$ cat src/rtl/tgc_pkg.sv
// tgc_pkg: shared types, codes and reset values for the touch gesture classifier
// no dependencies; imported by tgc_cfg_regs, tgc_classify and the top level
package tgc_pkg;

	localparam int TimeW  = 32;
	localparam int DebW   = 10;
	localparam int HoldW  = 16;
	localparam int GestW  = 2;
	localparam int CfgIdxW  = 3;
	localparam int CfgDataW = 16;

	// gesture codes
	localparam logic [GestW-1:0] GEST_SINGLE = 2'd0;
	localparam logic [GestW-1:0] GEST_DOUBLE = 2'd1;
	localparam logic [GestW-1:0] GEST_LONG   = 2'd2;

	// request kinds
	localparam logic REQ_EDGE = 1'b0;
	localparam logic REQ_TICK = 1'b1;

	// register indexes
	localparam logic [CfgIdxW-1:0] CFG_ACTIVE_LOW  = 3'd0;
	localparam logic [CfgIdxW-1:0] CFG_DEBOUNCE    = 3'd1;
	localparam logic [CfgIdxW-1:0] CFG_LONG_PRESS  = 3'd2;
	localparam logic [CfgIdxW-1:0] CFG_DOUBLE_TAP  = 3'd3;

	// register reset values
	localparam logic             RST_ACTIVE_LOW = 1'b1;
	localparam logic [DebW-1:0]  RST_DEBOUNCE   = 10'd15;
	localparam logic [HoldW-1:0] RST_LONG_PRESS = 16'd500;
	localparam logic [HoldW-1:0] RST_DOUBLE_TAP = 16'd300;

	typedef struct packed {
		logic             active_low;
		logic [DebW-1:0]  debounce_ms;
		logic [HoldW-1:0] long_press_ms;
		logic [HoldW-1:0] double_tap_ms;
	} cfg_t;

	typedef struct packed {
		logic             req_type;
		logic             pin_level;
		logic [TimeW-1:0] time_ms;
	} item_t;

endpackage

$ cat src/rtl/tgc_cfg_regs.sv
// tgc_cfg_regs: configuration register file of the touch gesture classifier
// depends on tgc_pkg (cfg_t, register indexes, reset values)
module tgc_cfg_regs (
	input  logic                           clk,
	input  logic                           arst_n,
	input  logic                           wr_en,
	input  logic [tgc_pkg::CfgIdxW-1:0]    wr_index,
	input  logic [tgc_pkg::CfgDataW-1:0]   wr_data,
	output tgc_pkg::cfg_t                  cfg
);
	import tgc_pkg::*;

	cfg_t cfg_q;

	always_ff @(posedge clk or negedge arst_n) begin
		if (!arst_n) begin
			cfg_q.active_low    <= RST_ACTIVE_LOW;
			cfg_q.debounce_ms   <= RST_DEBOUNCE;
			cfg_q.long_press_ms <= RST_LONG_PRESS;
			cfg_q.double_tap_ms <= RST_DOUBLE_TAP;
		end else if (wr_en) begin
			// indexes past the list are dropped
			unique case (wr_index)
				CFG_ACTIVE_LOW: cfg_q.active_low    <= wr_data[0];
				CFG_DEBOUNCE:   cfg_q.debounce_ms   <= wr_data[DebW-1:0];
				CFG_LONG_PRESS: cfg_q.long_press_ms <= wr_data[HoldW-1:0];
				CFG_DOUBLE_TAP: cfg_q.double_tap_ms <= wr_data[HoldW-1:0];
				default: ;
			endcase
		end
	end

	assign cfg = cfg_q;

endmodule

$ cat src/rtl/tgc_classify.sv
// tgc_classify: gesture state registers and the single-pass update for one beat
// depends on tgc_pkg (cfg_t, item_t, gesture and request codes)
module tgc_classify (
	input  logic                        clk,
	input  logic                        arst_n,
	input  tgc_pkg::cfg_t               cfg,
	input  tgc_pkg::item_t              item,
	input  logic                        fire,
	output logic                        res_hit,
	output logic [tgc_pkg::GestW-1:0]   res_gesture
);
	import tgc_pkg::*;

	logic             touching_q, long_fired_q, tap_count_q;
	logic [TimeW-1:0] touch_start_q, last_change_q, pending_q;

	logic             touching_d, long_fired_d, tap_count_d;
	logic [TimeW-1:0] touch_start_d, last_change_d, pending_d;

	logic             pressed;
	logic [TimeW-1:0] d_last, d_start, d_pend;
	logic             pend_any, in_window, debounced, held;

	// wrapping differences against the stored times
	assign pressed   = cfg.active_low ? ~item.pin_level : item.pin_level;
	assign d_last    = item.time_ms - last_change_q;
	assign d_start   = item.time_ms - touch_start_q;
	assign d_pend    = item.time_ms - pending_q;
	assign pend_any  = (pending_q != '0);
	assign debounced = (d_last >= {{(TimeW-DebW){1'b0}}, cfg.debounce_ms});
	assign held      = (d_start >= {{(TimeW-HoldW){1'b0}}, cfg.long_press_ms});
	assign in_window = (d_pend <= {{(TimeW-HoldW){1'b0}}, cfg.double_tap_ms});

	always_comb begin
		touching_d    = touching_q;
		long_fired_d  = long_fired_q;
		tap_count_d   = tap_count_q;
		touch_start_d = touch_start_q;
		last_change_d = last_change_q;
		pending_d     = pending_q;
		res_hit       = 1'b0;
		res_gesture   = GEST_SINGLE;
		unique case (item.req_type)
			REQ_EDGE: begin
				if ((pressed != touching_q) && debounced) begin
					last_change_d = item.time_ms;
					if (pressed) begin
						touching_d    = 1'b1;
						long_fired_d  = 1'b0;
						touch_start_d = item.time_ms;
					end else begin
						touching_d = 1'b0;
						if (!long_fired_q) begin
							if (pend_any && in_window) begin
								pending_d   = '0;
								tap_count_d = 1'b0;
								res_hit     = 1'b1;
								res_gesture = GEST_DOUBLE;
							end else begin
								pending_d   = item.time_ms;
								tap_count_d = 1'b1;
							end
						end
					end
				end
			end
			REQ_TICK: begin
				priority if (touching_q && !long_fired_q && held) begin
					long_fired_d = 1'b1;
					pending_d    = '0;
					tap_count_d  = 1'b0;
					res_hit      = 1'b1;
					res_gesture  = GEST_LONG;
				end else if (pend_any && !in_window) begin
					pending_d = '0;
					if (tap_count_q) begin
						tap_count_d = 1'b0;
						res_hit     = 1'b1;
						res_gesture = GEST_SINGLE;
					end
				end else begin
				end
			end
			default: ;
		endcase
	end

	always_ff @(posedge clk or negedge arst_n) begin
		if (!arst_n) begin
			touching_q    <= 1'b0;
			long_fired_q  <= 1'b0;
			tap_count_q   <= 1'b0;
			touch_start_q <= '0;
			last_change_q <= '0;
			pending_q     <= '0;
		end else if (fire) begin
			touching_q    <= touching_d;
			long_fired_q  <= long_fired_d;
			tap_count_q   <= tap_count_d;
			touch_start_q <= touch_start_d;
			last_change_q <= last_change_d;
			pending_q     <= pending_d;
		end
	end

endmodule

$ cat src/rtl/touch_gesture_classifier_core.sv
// touch_gesture_classifier_core: top level of the tap / double tap / long press classifier
// depends on tgc_pkg, tgc_cfg_regs and tgc_classify
//
//   channel  handshake              payload                        direction
//   in       in_valid / in_ready    req_type, pin_level, time_ms   into block
//   out      out_valid / out_ready  gesture                        out of block
//   cfg      cfg_valid / cfg_ready  cfg_index, cfg_data            into block
//
// one beat per clock unless the out channel stalls: an input beat is captured in the
// stage register, classified there and its gesture (if any) lands in the output register
// as the beat advances, so a gesture is valid from the edge at which its beat advanced
// the stage register only moves on when the output register is empty or being
// drained, so a stalled out channel holds one gesture and one waiting input beat
// arst_n clears valids, gesture state and loads the register reset values
// cfg_ready is always high; a write lands in its register at the accepting edge
module touch_gesture_classifier_core (
	input  logic                                clk,
	input  logic                                arst_n,
	// input channel
	input  logic                                in_valid,
	output logic                                in_ready,
	input  logic                                req_type,
	input  logic                                pin_level,
	input  logic [tgc_pkg::TimeW-1:0]           time_ms,
	// result channel
	output logic                                out_valid,
	input  logic                                out_ready,
	output logic [tgc_pkg::GestW-1:0]           gesture,
	// configuration channel
	input  logic                                cfg_valid,
	output logic                                cfg_ready,
	input  logic [tgc_pkg::CfgIdxW-1:0]         cfg_index,
	input  logic [tgc_pkg::CfgDataW-1:0]        cfg_data
);
	import tgc_pkg::*;

	cfg_t             cfg;
	item_t            item_s1;
	logic             valid_s1;
	logic             advance;
	logic             res_hit;
	logic [GestW-1:0] res_gesture;
	logic             out_valid_q;
	logic [GestW-1:0] gesture_q;

	// register file, always ready
	assign cfg_ready = 1'b1;

	tgc_cfg_regs u_cfg (
		.clk      (clk),
		.arst_n   (arst_n),
		.wr_en    (cfg_valid),
		.wr_index (cfg_index),
		.wr_data  (cfg_data),
		.cfg      (cfg)
	);

	// stage beat leaves when the output register can take its gesture
	assign advance  = valid_s1 && (!out_valid_q || out_ready);
	assign in_ready = !valid_s1 || advance;

	// input stage register
	always_ff @(posedge clk or negedge arst_n) begin
		if (!arst_n) begin
			valid_s1 <= 1'b0;
		end else if (in_ready) begin
			valid_s1 <= in_valid;
		end
	end

	// payload needs no reset
	always_ff @(posedge clk) begin
		if (in_ready && in_valid) begin
			item_s1.req_type  <= req_type;
			item_s1.pin_level <= pin_level;
			item_s1.time_ms   <= time_ms;
		end
	end

	// classification and state update, committed when the beat advances
	tgc_classify u_classify (
		.clk         (clk),
		.arst_n      (arst_n),
		.cfg         (cfg),
		.item        (item_s1),
		.fire        (advance),
		.res_hit     (res_hit),
		.res_gesture (res_gesture)
	);

	// output register
	always_ff @(posedge clk or negedge arst_n) begin
		if (!arst_n) begin
			out_valid_q <= 1'b0;
		end else if (advance && res_hit) begin
			out_valid_q <= 1'b1;
		end else if (out_ready) begin
			out_valid_q <= 1'b0;
		end
	end

	always_ff @(posedge clk) begin
		if (advance && res_hit) begin
			gesture_q <= res_gesture;
		end
	end

	assign out_valid = out_valid_q;
	assign gesture   = gesture_q;

endmodule
$ cat config.mk
export PLATFORM = sky130hd
export DESIGN_NAME = touch_gesture_classifier_core
export DESIGN_NICKNAME = d
export VERILOG_FILES = /design/src/rtl/tgc_pkg.sv /design/src/rtl/tgc_cfg_regs.sv /design/src/rtl/tgc_classify.sv /design/src/rtl/touch_gesture_classifier_core.sv
export SDC_FILE = /design/constraint.sdc
export NUM_CORES = 1
export LEC_CHECK = 0
export BUFFER_PORTS_ARGS = -buffer_cell sky130_fd_sc_hd__buf_2
export CORE_MARGIN = 1
export CORE_UTILIZATION = 60
export DETAILED_ROUTE_END_ITERATION = 8
export PLACE_DENSITY = 0.87
export SKIP_LAST_GASP = 1
export SYNTH_ARGS = -nofsm -noshare
export SYNTH_HDL_FRONTEND = slang
export SYNTH_SLANG_ARGS = --single-unit
$ cat constraint.sdc
create_clock -name clk -period 6.09 [get_ports clk]
set_input_delay 0.3045 -clock clk [delete_from_list [all_inputs] [get_ports clk]]
set_output_delay 0.3045 -clock clk [all_outputs]
set_load 0.01 [all_outputs]
## After elaboration in Yosys (flattened, before gate mapping)

Index checks and enable logic that the tools add are counted.

| word-level totals | value |
|---|---|
| logic and storage cells | 95 |
| input port bits | 58 |
| output and inout port bits | 5 |
| flip-flop bits (word level) | 180 |

| cells by class | value |
|---|---|
| reduce and logical (&&, ||, !) cells | 25 |
| muxes and demuxes | 36 |
| order comparisons | 3 |
| bitwise logic cells | 2 |
| add/sub/neg operators | 3 |
| eq/ne operators | 10 |

Operators by type and width:

| kind | number |
|---|---|
| 32-bit 2-to-1 mux | 6 |
| 32-bit subtractor | 3 |
| 32-bit case mux with 2 select lines | 1 |
| 32-bit by 10-bit greater-or-equal comparator with 1-bit output | 1 |
| 32-bit by 16-bit greater-or-equal comparator with 1-bit output | 1 |
| 32-bit by 16-bit less-or-equal comparator with 1-bit output | 1 |
| 32-bit nonzero test | 1 |
| 1-bit 2-to-1 mux | 21 |
| 1-bit logical AND | 8 |
| 2-bit 2-to-1 mux | 4 |
| 2-bit AND reduction | 4 |
| 4-bit AND reduction | 2 |
| 3-bit by 2-bit == test with 1-bit output, second input constant | 2 |
| 2-bit by 1-bit inequality test with 1-bit output, second input constant | 3 |
| 1-bit case mux with 2 select lines | 3 |
| 5-bit AND reduction | 1 |
| 1-bit zero test | 4 |
| 2-bit inequality test, second input constant | 2 |
| 2-bit case mux with 2 select lines | 1 |
| 3-bit by 1-bit == test with 1-bit output, second input constant | 1 |
| 3-bit zero test | 1 |
| 3-bit by 1-bit inequality test with 1-bit output, second input constant | 1 |
| 3-bit AND reduction | 1 |
| 1-bit logical OR | 2 |
| 3 further kinds | 4 |

## Logic depth before layout (Yosys ltp)

| logic depth | value |
|---|---|
| depth after elaboration | 10 |
| depth in mapped cells | 24 |
| mapped depth without buffers | 23 |

## By module

Synthesis repeated with hierarchy kept, for this count alone.

| second synthesis, totals | value |
|---|---|
| cells, all modules | 1476 |
| area total of the unflattened synthesis | 13904.6 um^2 |

Modules (own cells, without submodules):

| module | instances | seq. area each (um^2) | cells an instance | area an instance (um^2) |
|---|---|---|---|---|
| tgc_classify | 1 | 2477.4 | 1334 | 11040.6 |
| tgc_cfg_regs | 1 | 1094.8 | 94 | 1662.8 |
| touch_gesture_classifier_core | 1 | 1131.1 | 48 | 1201.2 |

## Least setup slack after synthesis

No wires, ideal clock.

| path | value |
|---|---|
| path type | register -> register |
| start point | register item_s1[0] in the netlist's numbering |
| end point | register u_classify.pending_q[10] |
| clock period less this slack | 4.306 ns |
| setup slack | 1.784 ns |
| required time | 6.024 ns |
| setup time | 0.066 ns |
| stages on the path, launching flop included | 25 |
| arrival | 4.241 ns |
| path buffers | 1 |
| path through | edfxtp_1 inv_1 ha_1 inv_1 fa_1 a21o_1 a221o_1 a41oi_2 nand2_1 a21oi_1 nor2b_1 nor2_1 xnor2_1 ha_1 a21oi_1 o221ai_1 nor3_1 and3_1 nand4_1 nor4_1 and4_1 a31o_2 a31o_2 buf_2 a22o_1 |

| on the way | value |
|---|---|
| longest elaborated chain between the ends | 8 |
| elaborated cells on any way between the ends | 20 |
| those cells by class | add/sub: 3; order compare: 3; eq/ne: 2; mux: 6; reduce/logical: 6 |

RTL lines:

| what | RTL line | text |
|---|---|---|
| start, declared | touch_gesture_classifier_core.sv:38 | `item_t item_s1;` |
| 32-bit subtractor | tgc_classify.sv:28 | `assign d_pend = item.time_ms - pending_q;` |
| 32-bit by 16-bit less-or-equal comparator with 1-bit output | tgc_classify.sv:32 | `assign in_window = (d_pend <= {{(TimeW-HoldW){1'b0}}, cfg.double_tap_ms});` |
| 1-bit logical AND | tgc_classify.sv:54 | `if (pend_any && in_window) begin` |
| 32-bit 2-to-1 mux | tgc_classify.sv:54 |  |
| 32-bit 2-to-1 mux | tgc_classify.sv:53 | `if (!long_fired_q) begin` |
| 32-bit 2-to-1 mux | tgc_classify.sv:47 | `if (pressed) begin` |
| 32-bit 2-to-1 mux | tgc_classify.sv:45 | `if ((pressed != touching_q) && debounced) begin` |
| 32-bit case mux with 2 select lines | tgc_classify.sv:43 | `unique case (item.req_type)` |
| end signal, assigned | tgc_classify.sv:102 | `pending_q <= pending_d;` |
| end, declared | tgc_classify.sv:15 | `logic [TimeW-1:0] touch_start_q, last_change_q, pending_q;` |

Several ways; a longest one is shown, not always the timed one. The select of a mux whose other input is x is not followed.
A chain may end at the register's enable or synchronous reset.

## Worst setup path in the final report

| path | value |
|---|---|
| start point | register item_s1[1] in the netlist's numbering |
| end point | register u_classify.pending_q[0] |

The elaborated chain is that of the path after synthesis.

==> qor.yml <==
status: "complete, no violations"
core_area_sq_um: 22700
crit_type: "flop to flop"
synth_xor_area_frac: 0.0389
cp.arrival_ns: 5.75
combPwrFrac: 0.621
endpoint_kind: "flop"
ctsLongestPathBuffers: 2
fmax_mhz: 186
syn_inst: 1576
grt_max_degree: 77
worst_ir_drop_vdd_uv: 243
r2r_slack_ns: 0.70
die_y_um: 154
first_pass_iters: 6
synth_fa_ha_area_frac: 0.125
r2r_start: "item_s1[1]"
ys_types: 87
cts_inserted_buffers: 17
synthToLayoutAreaGrowth_pct: 7.17
antenna_left: 0
hold_path.class: "input pin to flop"
clock_power_share: 0.137
clock_latency_ns: 0.44
regToRegEndpoint: "u_classify.pending_q[0]"
tns_ns: 0
dieArea_sq_um: 23900
synth-seq-cells: 180
critPathLaunchType: "flop"
vias_per_cell: 6.42
routedWlPerCell_um: 19.1
cp_max_fo: 33
drt-total-wl_um: 36300
io_pins: 63
syn_nets: 1772
grt_pass1_wl_um: 58400
antenna_cells: 0
cts.sinks: 180
crit_start: "item_s1[1]"
cts_tree: "built"
worst_pin_slew_ns: 1.14
syn_avg_cell_area_sq_um: 8.85
final.min_clock_period_ns: 5.39
intPower_mw: 4.14
grt_pass1_vias: 11721
rr_worst_depth: 17
synth-edff-count: 36
setup_viol: 0
synth_compound_gate_area_share: 0.211
p_switching_mw: 3.61
fin_ws_ns: 0.702
fin_nets: 1801
routed.top_layer: "met4"
met2_length_um: 17200
synth_top_family_by_area: "compound AO/OA/AOI/OAI gates"
synthMuxAreaShare: 0.0583
cts_resized: 0
gp_congestion: 0.933
io_buffers: 61
htree_num_levels: 4
start_util: 0.614
synthSimpleGateAreaFrac: 0.169
ys.flop_type: "dfrtp_1"
yosys_warnings: 0
crit_required_ns: 6.46
route.detailed.drc: 0
finalClockSkew_ns: 0.0138
powerDensity_nw_per_um2: 518
max_slew_margin: 0.238
dp_hpwl_um: 27700
finalCritPeriodShare: 0.885
async_flop_share: 0.800
hold_buffers: 1
maxCapViolCount: 0
drv_slew: 0
seq_power_share: 0.241
p_leak_nw: 6.56
placedCellCount: 1870
hold_violations: 0
rows: 55
ys_seq_area_frac: 0.337
routed-wl-met3_um: 2220
cp-endpoint: "u_classify.pending_q[0]"
grt_antenna_before_repair: 0
drive_above_1_share: 0.121
cts_root_buf: "clkbuf_16"
drtIter0Drc: 1153
path_clk_slew_ns: 0.08
pre_cts_slack_ns: 0.898
rsz0062_at_grt: "no"
die_w_um: 154
wl_met1_um: 15800
min_from: "time_ms[23]"
num_vias: 12208
cts_setup_buffers: 0
grt_remaining_overflow: 0
synth_area_sq_um: 14000
switching_share: 0.466
track_usage: 0.309
final_cells: 1903
## sequential cells by signal, indices dropped and copies added, names as in the netlist, 2 cells and up
signal / cells
item_s1: 34
u_classify.touch_start_q: 32
u_classify.last_change_q: 32
u_cfg.cfg: 43
u_classify.pending_q: 32
gesture: 2
## area by class of cell
class / instances / area, sq um
multi-input cells: 1189 / 8420
fillers: 1833 / 7760
flip-flops and latches: 180 / 4700
inverters: 151 / 567
clock buffers: 18 / 429
well taps: 285 / 357
repair buffers: 66 / 352
clock inverters: 14 / 124
## power groups by stage
stage / sequential [mW] / combinational [mW] / clock (mW)
after floorplan: 1.79 / 3.69 / 0
after global placement: 1.86 / 4.56 / 0
after detailed placement: 1.88 / 4.68 / 0
after CTS: 1.86 / 4.73 / 1.08
after global routing: 1.90 / 5.32 / 1.12
final: 1.87 / 4.81 / 1.06
## through the flow
step / hold slack [ns] / power (mW) / instance area (sq um) / utilization
after floorplan: 0.00891 / 5.48 / 14000 / -
after detailed placement: 0.390 / 6.56 / 14400 / 0.634
final: 0.0362 / 7.74 / 15000 / 0.658
after global placement: 0.385 / 6.42 / 14400 / 0.634
after global routing: 0.0200 / 8.35 / 15000 / 0.658
after CTS: 0.0228 / 7.66 / 15000 / 0.658
## synth_stat cells, drive strengths merged (4+ instances only)
cell type	instances	area, sq um
inv	151	567
xor2	28	245
a2111oi	5	50.0
or2	7	43.8
and2	14	90.1
o22ai	4	25.0
o221ai	6	52.6
o31ai	6	45.0
nand2	156	586
nand4	43	269
and4	7	63.8
xnor2	34	298
a21o	28	210
a21oi	120	608
ha	135	1690
nor4	18	128
nand3	33	170
mux2	54	713
dfrtp	129	3230
nor3b	5	42.5
a311oi	4	35.0
o21ai	119	596
and3	13	81.3
nand2b	17	106
nor2	94	353
nor2b	18	113
clkbuf	37	140
dfstp	15	394
edfxtp	36	1080
o211ai	20	155
a211oi	10	80.1
buf	19	130
o21a	20	150
a31oi	11	68.8
nor3	29	145
a21boi	4	30.0
mux2i	10	100
o21bai	9	67.6
or3	10	62.6
a31o	6	52.6
a22o	33	289
## worst min-delay path by stage
stage	to	slack [ns]	cells after the start
2_1_floorplan	out_valid	0.009	0
3_3_place_gp	u_cfg.cfg[39]	0.38	1
3_5_place_dp	u_cfg.cfg[41]	0.39	1
4_1_cts	item_s1[24]	0.02	1
5_1_grt	item_s1[24]	0.02	1
6_report	item_s1[23]	0.04	1
## logic make-up after synthesis
logic type | count (synthesis)
muxes | 64
xor gates and xnor gates | 62
AOI/OAI and AO/OA | 449
and+or+nand+nor | 475
adders and majority gates | 138
other | 1
DFF | 180
buffers and inverters | 207
## cells in the final DEF, fill, tap and decap left out, types with 9 or more instances in the layout
cell type	instances
a211oi_1	9
a21o_1	28
a21oi_1	118
a22o_1	33
a31oi_1	11
and2_1	12
and3_1	13
buf_2	60
clkbuf_16	17
dfrtp_1	129
dfstp_2	15
edfxtp_1	36
ha_1	135
inv_1	151
mux2_2	26
mux2_4	28
mux2i_1	10
nand2_1	156
nand2b_1	17
nand3_1	32
nand4_1	43
nor2_1	93
nor2b_1	18
nor3_1	29
nor4_1	17
o211ai_1	19
o21a_1	20
o21ai_0	113
o21bai_1	9
or3_1	10
xnor2_1	34
xor2_1	28
## per-layer routing
| metal | GRT usage | up-vias |
|---|---|---|
| met4 | 0.116 | 0 |
| li1 | - | 5760 |
| met1 | 0.411 | 5895 |
| met5 | 0 | - |
| met2 | 0.521 | 476 |
| met3 | 0.0359 | 77 |
## critical path: stages, from the launching register on
cell and delay (ns):
edfxtp_1 0.58, inv_1 0.16, fa_1 0.50, nand2b_1 0.20, a21oi_1 0.31, o21ai_1 0.26, nand3_1 0.22, xor2_1 0.16
ha_1 0.27, a21oi_1 0.17, nand2_1 0.07, a21o_1 0.17, o31ai_1 0.39, nand4b_1 0.17, or4_1 0.58, o21ai_0 0.20
a31o_2 0.63, a22o_1 0.26
Note: power is estimated with default switching activity, not from simulation.
